File: config.mk
export PLATFORM = sky130hd
export DESIGN_NAME = msb_first_bit_packer
export DESIGN_NICKNAME = d
export VERILOG_FILES = /design/src/sv/mfbp_pkg.sv /design/src/sv/mfbp_front.sv /design/src/sv/mfbp_queue.sv /design/src/sv/mfbp_back.sv /design/src/sv/msb_first_bit_packer.sv
export VERILOG_INCLUDE_DIRS = /design/src /design/src/sv
export SDC_FILE = /design/constraint.sdc
export NUM_CORES = 1
export LEC_CHECK = 0
export ABC_AREA = 1
export ABC_CLOCK_PERIOD_IN_PS = 4850
export BUFFER_PORTS_ARGS = -buffer_cell sky130_fd_sc_hd__buf_2
export CAP_MARGIN = 10
export CORE_MARGIN = 1
export CORE_UTILIZATION = 62
export CTS_CLUSTER_SIZE = 30
export DETAILED_ROUTE_END_ITERATION = 10
export PLACE_DENSITY = 0.82
export SYNTH_ARGS = -nofsm -noshare
export SYNTH_HDL_FRONTEND = slang
export SYNTH_SLANG_ARGS = --single-unit
File: constraint.sdc
create_clock -name clk -period 4.85 [get_ports clk]
set_input_delay 0.485 -clock clk [delete_from_list [all_inputs] [get_ports clk]]
set_output_delay 0.485 -clock clk [all_outputs]
set_load 0.05 [all_outputs]
File: src/sv/msb_first_bit_packer_defines.svh
// ----------------------------------------------------------------------------
// MSB-first bit packer assertion macros
// Assertion helpers shared by the packer RTL; empty when SYNTH is defined.
// ----------------------------------------------------------------------------
`ifndef MSB_FIRST_BIT_PACKER_DEFINES_SVH
`define MSB_FIRST_BIT_PACKER_DEFINES_SVH

`ifndef SYNTH
`define MFBP_ASSERT_SAME(name, ante, cons, msg) \
    name: assert property (@(posedge clk) disable iff (!rst_n) (ante) |-> (cons)) \
        else $error(msg);
`define MFBP_ASSERT_NEXT(name, ante, cons, msg) \
    name: assert property (@(posedge clk) disable iff (!rst_n) (ante) |=> (cons)) \
        else $error(msg);
`else
`define MFBP_ASSERT_SAME(name, ante, cons, msg)
`define MFBP_ASSERT_NEXT(name, ante, cons, msg)
`endif

`endif

File: src/sv/mfbp_pkg.sv
// ----------------------------------------------------------------------------
// MSB-first bit packer package
// Request and result types, the internal job format and shared helpers.
// ----------------------------------------------------------------------------
package mfbp_pkg;

    localparam int MAX_WRITE_BITS = 32;
    localparam int WORD_BITS      = 32;
    localparam logic [7:0] CAPACITY_RESET = 8'd64;

    typedef enum logic
    {
        OP_WRITE = 1'b0,
        OP_CLEAR = 1'b1
    } mfbp_op_t;

    typedef struct packed
    {
        logic        opcode;
        logic [31:0] value;
        logic [5:0]  bit_count;
    } mfbp_in_t;

    typedef struct packed
    {
        logic        write_enable;
        logic [7:0]  byte_address;
        logic [7:0]  byte_value;
        logic        accepted;
        logic [10:0] bits_written;
        logic        last;
    } mfbp_out_t;

    // One classified request: nbytes of zero means a single status-only result.
    typedef struct packed
    {
        logic        accepted;
        logic [10:0] bits_written;
        logic [7:0]  base_address;
        logic [2:0]  nbytes;
        logic [39:0] window;
    } mfbp_job_t;

    // Byte idx of the window, counted from the most significant byte.
    function automatic logic [7:0] window_byte(input logic [39:0] window,
                                               input logic [2:0]  idx);
        logic [7:0] result;
        case (idx)
            3'd0:    result = window[39:32];
            3'd1:    result = window[31:24];
            3'd2:    result = window[23:16];
            3'd3:    result = window[15:8];
            3'd4:    result = window[7:0];
            default: result = 8'd0;
        endcase
        return result;
    endfunction

endpackage

File: src/sv/mfbp_front.sv
// ----------------------------------------------------------------------------
// MSB-first bit packer front end
// Classifies each request, updates the bit position and builds its byte window.
// ----------------------------------------------------------------------------
module mfbp_front
(
    input  logic              clk,
    input  logic              rst_n,
    input  logic              cfg_valid,
    input  logic [7:0]        cfg_data,
    input  logic              req_accept,
    input  mfbp_pkg::mfbp_in_t req,
    output mfbp_pkg::mfbp_job_t job
);
    import mfbp_pkg::*;

    logic [7:0]  capacity_reg;
    logic [10:0] position_reg;
    logic [10:0] position_next;
    logic [7:0]  partial_reg;
    logic [7:0]  partial_next;

    logic [2:0]  offset;
    logic [7:0]  carried;
    logic [31:0] aligned;
    logic [39:0] window;
    logic [5:0]  span;
    logic [5:0]  span_round;
    logic [2:0]  nbytes;
    logic [10:0] cap_bits;
    logic [10:0] remaining;
    logic        reject;
    logic [10:0] end_position;

    always_comb
    begin
        offset  = position_reg[2:0];
        // A byte whose first bit is about to be written starts cleared.
        carried = (offset == 3'd0) ? 8'd0 : partial_reg;
        aligned = req.value << (6'(WORD_BITS) - req.bit_count);
        window  = {carried, 32'd0} | ({aligned, 8'd0} >> offset);

        span       = {3'd0, offset} + req.bit_count;
        span_round = span + 6'd7;
        nbytes     = span_round[5:3];

        cap_bits  = {capacity_reg, 3'd0};
        remaining = (cap_bits > position_reg) ? cap_bits - position_reg : 11'd0;
        reject    = (req.bit_count > 6'(MAX_WRITE_BITS)) ||
                    (req.bit_count > 6'(WORD_BITS)) ||
                    ({5'd0, req.bit_count} > remaining);

        end_position = position_reg + {5'd0, req.bit_count};

        position_next = position_reg;
        partial_next  = partial_reg;

        job.accepted     = 1'b1;
        job.bits_written = position_reg;
        job.base_address = position_reg[10:3];
        job.nbytes       = 3'd0;
        job.window       = window;

        if (req.opcode == OP_CLEAR)
        begin
            position_next    = 11'd0;
            partial_next     = 8'd0;
            job.bits_written = 11'd0;
        end
        else if (reject)
        begin
            job.accepted = 1'b0;
        end
        else if (req.bit_count != 6'd0)
        begin
            position_next    = end_position;
            partial_next     = window_byte(window, nbytes - 3'd1);
            job.bits_written = end_position;
            job.nbytes       = nbytes;
        end
    end

    always_ff @(posedge clk or negedge rst_n)
    begin
        if (!rst_n)
        begin
            capacity_reg <= CAPACITY_RESET;
            position_reg <= 11'd0;
            partial_reg  <= 8'd0;
        end
        else
        begin
            if (cfg_valid)
            begin
                capacity_reg <= cfg_data;
            end
            if (req_accept)
            begin
                position_reg <= position_next;
                partial_reg  <= partial_next;
            end
        end
    end

endmodule

File: src/sv/mfbp_queue.sv
// ----------------------------------------------------------------------------
// MSB-first bit packer job queue
// Small FIFO of classified jobs between the front end and the byte emitter.
// ----------------------------------------------------------------------------
module mfbp_queue
#(
    parameter int DEPTH = 2
)
(
    input  logic                 clk,
    input  logic                 rst_n,
    input  logic                 push,
    input  mfbp_pkg::mfbp_job_t  push_data,
    input  logic                 pop,
    output logic                 full,
    output logic                 not_empty,
    output mfbp_pkg::mfbp_job_t  head
);
    import mfbp_pkg::*;

    localparam int PTR_W = (DEPTH > 1) ? $clog2(DEPTH) : 1;
    localparam int CNT_W = $clog2(DEPTH + 1);

    mfbp_job_t        entries [DEPTH];
    logic [PTR_W-1:0] wr_ptr_reg;
    logic [PTR_W-1:0] rd_ptr_reg;
    logic [CNT_W-1:0] count_reg;

    assign full      = (count_reg == CNT_W'(DEPTH));
    assign not_empty = (count_reg != '0);
    assign head      = entries[rd_ptr_reg];

    always_ff @(posedge clk)
    begin
        if (push)
        begin
            entries[wr_ptr_reg] <= push_data;
        end
    end

    always_ff @(posedge clk or negedge rst_n)
    begin
        if (!rst_n)
        begin
            wr_ptr_reg <= '0;
            rd_ptr_reg <= '0;
            count_reg  <= '0;
        end
        else
        begin
            if (push)
            begin
                wr_ptr_reg <= (wr_ptr_reg == PTR_W'(DEPTH - 1)) ? '0 : wr_ptr_reg + 1'b1;
            end
            if (pop)
            begin
                rd_ptr_reg <= (rd_ptr_reg == PTR_W'(DEPTH - 1)) ? '0 : rd_ptr_reg + 1'b1;
            end
            if (push && !pop)
            begin
                count_reg <= count_reg + 1'b1;
            end
            else if (pop && !push)
            begin
                count_reg <= count_reg - 1'b1;
            end
        end
    end

endmodule

File: src/sv/mfbp_back.sv
// ----------------------------------------------------------------------------
// MSB-first bit packer byte emitter
// Expands each job into its byte-write results, or its single status result,
// one per cycle unless the output stalls, into an output register.
// ----------------------------------------------------------------------------
module mfbp_back
(
    input  logic                clk,
    input  logic                rst_n,
    input  logic                job_valid,
    input  mfbp_pkg::mfbp_job_t job,
    output logic                job_pop,
    output logic                out_valid,
    input  logic                out_stall,
    output mfbp_pkg::mfbp_out_t out_data
);
    import mfbp_pkg::*;

    logic [2:0] index_reg;
    logic       out_valid_reg;
    mfbp_out_t  out_data_reg;
    mfbp_out_t  result;
    logic       load;

    always_comb
    begin
        result.write_enable = (job.nbytes != 3'd0);
        result.byte_address = result.write_enable ? job.base_address + {5'd0, index_reg} : 8'd0;
        result.byte_value   = result.write_enable ? window_byte(job.window, index_reg) : 8'd0;
        result.accepted     = job.accepted;
        result.bits_written = job.bits_written;
        result.last         = !result.write_enable || (index_reg == job.nbytes - 3'd1);

        load    = job_valid && (!out_valid_reg || !out_stall);
        job_pop = load && result.last;
    end

    always_ff @(posedge clk)
    begin
        if (load)
        begin
            out_data_reg <= result;
        end
    end

    always_ff @(posedge clk or negedge rst_n)
    begin
        if (!rst_n)
        begin
            index_reg     <= 3'd0;
            out_valid_reg <= 1'b0;
        end
        else
        begin
            if (load)
            begin
                out_valid_reg <= 1'b1;
                index_reg     <= result.last ? 3'd0 : index_reg + 3'd1;
            end
            else if (!out_stall)
            begin
                out_valid_reg <= 1'b0;
            end
        end
    end

    assign out_valid = out_valid_reg;
    assign out_data  = out_data_reg;

endmodule

File: src/sv/msb_first_bit_packer.sv
// ----------------------------------------------------------------------------
// MSB-first bit packer
// Appends 0 to 32 bit values, most significant bit first, to a byte buffer.
// Input channel (in_valid/in_stall/in_data) takes one request per cycle while
// in_stall is low; a request writes bits or clears the position. Output channel
// (out_valid/out_stall/out_data) gives one byte-write result per touched byte,
// or a single status result, with last set on the final one. Config channel
// (cfg_valid/cfg_ready/cfg_data) sets the buffer capacity; it is always ready.
// With the queue empty, the first result of a request passes through the job
// queue and the output register before it is presented. The byte emitter
// produces one result per cycle while out_stall is low, so a request gives 1 to
// 5 results; the front end takes a request every cycle while the job queue has
// room.
// Reset clears the bit position and partial byte and sets capacity to 64.
// When the receiver stalls, the output holds, the queue fills, and then
// in_stall rises.
// ----------------------------------------------------------------------------
`include "msb_first_bit_packer_defines.svh"

module msb_first_bit_packer
#(
    parameter int QUEUE_DEPTH = 2
)
(
    input  logic                 clk,
    input  logic                 rst_n,
    input  logic                 cfg_valid,
    output logic                 cfg_ready,
    input  logic [7:0]           cfg_data,
    input  logic                 in_valid,
    output logic                 in_stall,
    input  mfbp_pkg::mfbp_in_t   in_data,
    output logic                 out_valid,
    input  logic                 out_stall,
    output mfbp_pkg::mfbp_out_t  out_data
);
    import mfbp_pkg::*;

    mfbp_job_t new_job;
    mfbp_job_t head_job;
    logic      queue_full;
    logic      queue_not_empty;
    logic      queue_pop;
    logic      req_accept;

    assign cfg_ready  = 1'b1;
    assign in_stall   = queue_full;
    assign req_accept = in_valid && !queue_full;

    mfbp_front u_front
    (
        .clk        (clk),
        .rst_n      (rst_n),
        .cfg_valid  (cfg_valid),
        .cfg_data   (cfg_data),
        .req_accept (req_accept),
        .req        (in_data),
        .job        (new_job)
    );

    mfbp_queue #(.DEPTH(QUEUE_DEPTH)) u_queue
    (
        .clk       (clk),
        .rst_n     (rst_n),
        .push      (req_accept),
        .push_data (new_job),
        .pop       (queue_pop),
        .full      (queue_full),
        .not_empty (queue_not_empty),
        .head      (head_job)
    );

    mfbp_back u_back
    (
        .clk       (clk),
        .rst_n     (rst_n),
        .job_valid (queue_not_empty),
        .job       (head_job),
        .job_pop   (queue_pop),
        .out_valid (out_valid),
        .out_stall (out_stall),
        .out_data  (out_data)
    );

    // A multi-byte request delivers its bytes without gaps.
    `MFBP_ASSERT_NEXT(a_burst_continues, out_valid && !out_stall && !out_data.last, out_valid, "byte burst broken before last result")
    `MFBP_ASSERT_SAME(a_status_single, out_valid && !out_data.write_enable, out_data.last, "status-only result not marked last")
    `MFBP_ASSERT_SAME(a_reject_no_write, out_valid && !out_data.accepted, !out_data.write_enable, "rejected request wrote a byte")

endmodule
# Word level (Yosys, flattened, before mapping)
# Memories as Yosys holds them, arrays and structs flattened.
# Index checks and enable logic that the tools add are counted.
# W data, S select, Z words.
dict set report op_classes {
  n_shift 2
  reduce_logical 23
  eq_ne 12
  addsub 13
  muxes 24
  bitwise_logic 1
  magnitude_cmp 3
}
# op count
set ops {}
lappend ops {{$pmux W8 S5} 2}
lappend ops {{$mux W11} 4}
lappend ops {{$or A40 B40 Y40} 1}
lappend ops {{$shr A40 B3 Y40} 1}
lappend ops {{$mux W8} 4}
lappend ops {{$shl A32 B6 Y32} 1}
lappend ops {{$eq A3 B2 Y1 const B} 4}
lappend ops {{$mux W3} 4}
lappend ops {{$add A11 B6 Y11} 1}
lappend ops {{$gt A11 B11 Y1} 1}
lappend ops {{$gt A6 B11 Y1} 1}
lappend ops {{$sub A11 B11 Y11} 1}
lappend ops {{$logic_not A3 Y1} 3}
lappend ops {{$add A8 B3 Y8} 1}
lappend ops {{$mux W1} 8}
lappend ops {{$add A3 B6 Y6} 1}
lappend ops {{$add A6 B3 Y6 const B} 1}
lappend ops {{$eq A3 B1 Y1 const B} 2}
lappend ops {{$eq A3 B3 Y1 const B} 2}
lappend ops {{$gt A6 B6 Y1 const B} 1}
lappend ops {{$logic_not A1 Y1} 6}
lappend ops {{$reduce_bool A2 Y1} 3}
lappend ops {{$reduce_bool A6 Y1} 1}
lappend ops {{$sub A3 B1 Y3 const B} 2}
lappend ops {{other kinds (14)} 22}
dict set report totals {
  output_inout_bits 33
  regBits 65
  memories 1
  inputBits 52
  ram_bits 126
  wordCells 93
}
# name words width rd rd_clocked_by_memory_dff write_ports line
set memory_table {}
lappend memory_table {u_queue.entries 2 63 1 0 1 mfbp_queue.sv:24} ;# mfbp_job_t entries [DEPTH];

# Longest topological paths before layout
dict set report logic_depth {
  depth_word 8
  ltp_mapped 25
  depth_no_buf 22
}

# By module
# A second synthesis with hierarchy kept.
dict set report hier_totals {
  hier_cells 1509
  area_unflattened_um2 12901.1
}
# module area_each_um2 cells_each seq_area_each_um2 instances
set by_module_without_submodules {}
lappend by_module_without_submodules {mfbp_front 6003.3 1079 676.9 1}
lappend by_module_without_submodules {mfbp_queue 5052.3 221 3883.7 1}
lappend by_module_without_submodules {mfbp_back 1824.2 205 1001.0 1}
lappend by_module_without_submodules {msb_first_bit_packer 21.3 4 0.0 1}

# Least setup slack after synthesis
# OpenSTA, ideal clock, no wires.
dict set report synth_path {
  path_kind {input-to-reg}
  from {input port in_valid}
  to {memory u_queue.entries[1][10] (netlist name) (enable)}
  slack_ns 0.949
  n_path_buf 1
  cell_stages 3
  arrival_time_ns 3.417
  required_time_ns 4.366
  setup_ns 0.484
  path_cell_list {o21ai_0 -> clkbuf_1 -> nor2_1}
}
dict set report synth_between {
  elab_chain_len 3
}
# element line
set synth_lines {}
lappend synth_lines {{from (decl)} msb_first_bit_packer.sv:30} ;# input logic in_valid,
lappend synth_lines {{$logic_and A1 B1 Y1} msb_first_bit_packer.sv:48} ;# assign req_accept = in_valid && !queue_full;
lappend synth_lines {{$mux W1} mfbp_queue.sv:35} ;# if (push)
lappend synth_lines {{$mux W1 (implied by the code)} mfbp_queue.sv:37} ;# entries[wr_ptr_reg] <= push_data;
lappend synth_lines {{to (decl)} mfbp_queue.sv:24}
# No other way between the ends.

# Final worst setup path
dict set report layout_path {
  from {register u_front.position_reg[2]}
  to {register u_front.partial_reg[5]}
}
dict set report layout_between {
  elab_chain_len 8
  word_cells_on_any_way 23
  classes_between {add/sub (4); order compare (2); eq/ne (5); shift (1); mux (6); bitwise (1); reduce/logical (4)}
}
# element line
set layout_lines {}
lappend layout_lines {{from (decl)} mfbp_front.sv:18} ;# logic [10:0] position_reg;
lappend layout_lines {{from (signal assigned)} mfbp_front.sv:99} ;# position_reg <= position_next;
lappend layout_lines {{$add A3 B6 Y6} mfbp_front.sv:43} ;# span = {3'd0, offset} + req.bit_count;
lappend layout_lines {{$add A6 B3 Y6} mfbp_front.sv:44} ;# span_round = span + 6'd7;
lappend layout_lines {{$sub A3 B1 Y3} mfbp_front.sv:77} ;# partial_next = window_byte(window, nbytes - 3'd1);
lappend layout_lines {{$eq A3 B3 Y1, or another cell as far along} mfbp_pkg.sv:48} ;# case (idx)
lappend layout_lines {{$pmux W8 S5} mfbp_pkg.sv:48}
lappend layout_lines {{$mux W8} mfbp_front.sv:74} ;# else if (req.bit_count != 6'd0)
lappend layout_lines {{$mux W8} mfbp_front.sv:70} ;# else if (reject)
lappend layout_lines {{$mux W8} mfbp_front.sv:64} ;# if (req.opcode == OP_CLEAR)
lappend layout_lines {{to (signal assigned)} mfbp_front.sv:100} ;# partial_reg <= partial_next;
lappend layout_lines {{to (decl)} mfbp_front.sv:20} ;# logic [7:0] partial_reg;
# Several ways; a longest one is shown, not always the timed one. The select of a mux whose other input is x is not followed.
# A chain may end at the register's enable or synchronous reset.

==> results.py <==
metrics = {
    "floorplan": {
        "dieArea_um2": 20200,
        "start_util_pct": 64.2,
        "core-area_um2": 19000,
        "rows": 50,
        "die_h_um": 142,
        "die_x_um": 142,
        "io_pins": 85,
    },
    "setup_path": {
        "start_kind": "flop",
        "crit_top_cell": "nand2_1",
        "slowest_stage": "nor2_1",
        "cp.arrival_ns": 4.17,
        "critPathMaxFanout": 43,
        "crit_buf_inv": 4,
        "crit_type": "flop to flop",
        "cp_data_required_time_ns": 5.22,
        "crit_chain": "inv_6 > ha_1 > inv_1 > ha_1 > a21o_1 > nand2_1 > nand2_1 > nand2_1 > xor2_1 > ha_1 > nor2_1 > inv_1 > nor2_1 > nand3_1 > nand2_1 > inv_1 > nand2_1 > nand2_1 > nand2_1",
        "slowest_delay_ns": 0.47,
        "cp_top_family": "simple AND/OR/NAND/NOR gates",
        "endpoint_kind": "flop",
    },
    "synthesis": {
        "yosys_warnings": 0,
        "synthCells": 1501,
        "syn_avg_cell_area_um2": 8.11,
        "synth_fp_nets": 1595,
        "synth_top_cell_area_share_pct": 38.0,
        "netlist_area_um2": 12200,
        "ys_ff_latch": 189,
        "synthFlopType": "edfxtp_1",
        "synth-edff-count": 154,
        "synth_top_cell_by_area": "edfxtp_1",
        "synthArstFlopShare_pct": 18.5,
        "synth_cell_type_count": 53,
        "ys_top_cells_by_area": "edfxtp_1 (38%), nand3_1 (15%), nand2_1 (12%)",
        "ys_seq_area_share_pct": 45.2,
    },
    "clock_network": {
        "cts.sinks": 189,
        "root_buffer": "clkbuf_16",
        "htreeDepth": 4,
        "clock_latency_ns": 0.44,
        "cts_tree": "done",
        "cts_hold_buffers": 0,
        "postCtsSetupBuffers": 0,
        "cts_made_buffers": 17,
        "clockBufferDepth": 2,
        "cts.repair.resized": 0,
        "clkTransAtPathRegs_ns": 0.08,
    },
    "power": {
        "clkPwrFrac_pct": 16.2,
        "p_int_mw": 4.70,
        "p_leak_nw": 5.92,
        "p_switching_mw": 4.29,
        "ir_drop_uv": 339,
        "p_per_area_nw_per_um2": 678,
        "seqPwrFrac_pct": 32.6,
        "p_comb_share_pct": 51.2,
        "swShare_pct": 47.7,
    },
    "sta": {
        "worst_pin_slew_ns": 1.07,
        "max_slew_margin_pct": 28.4,
        "worst_slack_ns": 1.05,
        "max_freq_mhz": 263,
        "finalMaxSlewViolations": 0,
        "finalCritPeriodShare_pct": 78.3,
        "rsz0062_at_grt": "no",
        "finalSetupTns_ns": 0,
        "finalSetupViolCount": 0,
        "finalHoldViolations": 0,
        "fin_crit_ns": 3.80,
        "fin_skew_ns": 0.0145,
    },
    "routing": {
        "vias": 11061,
        "ant_nets": 0,
        "drc": 0,
        "wl_um": 32300,
        "drt_iter0_drc": 1089,
        "wire_per_inst_um": 17.8,
        "dr.pass1.iters": 7,
        "viasPerCell": 6.09,
    },
    "global_route": {
        "grt_pass1_vias": 10244,
        "gr-total-overflow": 0,
        "antenna_found_initial": 0,
        "grt_start_max_net_pins": 58,
        "grt_use_total_pct": 33.2,
        "grt_pass1_wl_um": 51700,
    },
    "placement": {
        "dp_hpwl_um": 23400,
        "pre_cts_slack_ns": 1.05,
        "dp_cells": 1784,
        "port_buffers": 83,
        "place_area_um2": 12600,
        "gp_congestion": 1.02,
    },
    "cells_and_area": {
        "final_util_pct": 70.0,
        "largest_reg_flops": 124,
        "fill_cells": 1519,
        "antennaDiodeCount": 0,
        "layout.nets": 1637,
        "drive_gt1_share_pct": 12.1,
        "finish.instance_area_um2": 13300,
        "area_growth_pct": 8.92,
        "final_cell_count_no_fill": 1816,
    },
    "worst_hold_path": {
        "min_path_type": "primary input to asynchronous set/reset pin",
    },
    "flow_run": {
        "maxCapViolations": 0,
    },
    "status": {
        "status": "finished clean",
    },
}
[worst register-to-register path, cell delays in order (launching register included)]
cell and delay [ns]:
dfrtp_1 0.43, inv_6 0.30, ha_1 0.39, inv_1 0.12, ha_1 0.23, a21o_1 0.21, nand2_1 0.08, nand2_1 0.05
nand2_1 0.08, xor2_1 0.33, ha_1 0.33, nor2_1 0.14, inv_1 0.07, nor2_1 0.47, nand3_1 0.20, nand2_1 0.10
inv_1 0.04, nand2_1 0.06, nand2_1 0.05, nand2_1 0.06
[path summary, 6_finish.rpt]
| path | from | endpoint | slack [ns] | depth (start not counted) |
|---|---|---|---|---|
| max in group asynchronous | rst_n | u_queue.rd_ptr_reg | 4.06 | 1 |
| min in group clk | cfg_data[5] | u_front.capacity_reg[5] | 0.27 | 2 |
| hold / removal | rst_n | u_queue.rd_ptr_reg | 0.17 | 1 |
| setup reg to reg | u_front.position_reg[2] | u_front.partial_reg[5] | 1.05 | 19 |
| hold reg to reg | u_front.partial_reg[2] | u_front.partial_reg[2] | 0.51 | 2 |
| setup / recovery | u_front.position_reg[2] | u_front.partial_reg[5] | 1.05 | 19 |
[cell families after synthesis]
kind of cell | after synthesis | share of synthesized area [%]
other | 1 | 0.0308
buffers and inverters | 165 | 6.23
flip-flops | 189 | 45.2
adder cells (fa/ha/maj) | 42 | 4.44
multiplexers | 13 | 1.15
AO/OA/AOI/OAI | 146 | 7.15
AND/OR/NAND/NOR | 926 | 34.4
XOR/XNOR | 19 | 1.37
[metrics by stage]
| stage | hold WS (ns) | total power [mW] |
|---|---|---|
| 2_1_floorplan | 0.189 | 6.25 |
| 3_3_place_gp | 0.464 | 7.30 |
| 3_5_place_dp | 0.469 | 7.45 |
| 4_1_cts | 0.182 | 8.92 |
| 5_1_grt | 0.218 | 9.54 |
| 6_report | 0.172 | 8.99 |
[cell usage after synthesis, types with 9 or more instances]
| cell type | n |
|---|---|
| nand2_1 | 388 |
| nand3_1 | 368 |
| edfxtp_1 | 154 |
| nor2_1 | 105 |
| inv_1 | 83 |
| o21ai_0 | 62 |
| ha_1 | 40 |
| dfrtp_1 | 34 |
| clkbuf_1 | 30 |
| a21oi_1 | 29 |
| buf_2 | 21 |
| and2_1 | 17 |
| xor2_1 | 16 |
| nand4_1 | 11 |
| o22ai_1 | 11 |
| buf_6 | 10 |
| o21a_1 | 9 |
[placed cells by master, fill, tap and decap left out, types with 3 or more instances in the layout]
| cell type | instances |
|---|---|
| xor2_1 | 16 |
| nand2_1 | 388 |
| o22ai_1 | 11 |
| edfxtp_1 | 154 |
| clkbuf_16 | 17 |
| inv_1 | 83 |
| o21ai_1 | 8 |
| nand3_2 | 4 |
| inv_6 | 3 |
| nor3_1 | 5 |
| o21ai_2 | 8 |
| mux2i_1 | 5 |
| or2_2 | 3 |
| o32ai_1 | 7 |
| dfrtp_1 | 33 |
| nand3_1 | 368 |
| buf_4 | 13 |
| and2_1 | 17 |
| nand2_2 | 3 |
| nor2_1 | 103 |
| clkinv_8 | 4 |
| nor2_4 | 5 |
| buf_2 | 83 |
| mux2_2 | 8 |
| a21oi_1 | 29 |
| nor2_2 | 4 |
| inv_8 | 6 |
| xnor2_1 | 3 |
| nand4_1 | 11 |
| inv_2 | 5 |
| ha_1 | 40 |
| o21a_1 | 9 |
| nand2_4 | 8 |
| o21ai_0 | 62 |
[layer usage]
metal	vias up	routed length, um	track usage, %
met5	-	0	0
met4	0	911	12.2
met3	69	2890	5.05
met2	589	15000	53.4
met1	5144	13500	45.7
li1	5259	-	-
[area by class of cell]
type                       count  area, um^2  area share (%)
clock buffer                  17         425            3.21
clock inverter                15         204            1.54
inverter                      92         360            2.72
multi-input combinational   1147        5930            44.7
sequential                   189        5500            41.5
tap                          260         325            2.45
timing repair buffer          96         513            3.87
[power groups by stage]
| stage | combinational [mW] | clock (mW) | sequential [mW] |
|---|---|---|---|
| after detailed placement | 4.50 | 0 | 2.95 |
| after floorplan | 2.92 | 0 | 3.33 |
| after global placement | 4.37 | 0 | 2.93 |
| final | 4.60 | 1.46 | 2.93 |
| after CTS | 4.53 | 1.46 | 2.93 |
| after global routing | 5.03 | 1.52 | 2.98 |
No activity file was read; power rests on OpenSTA's default activity.
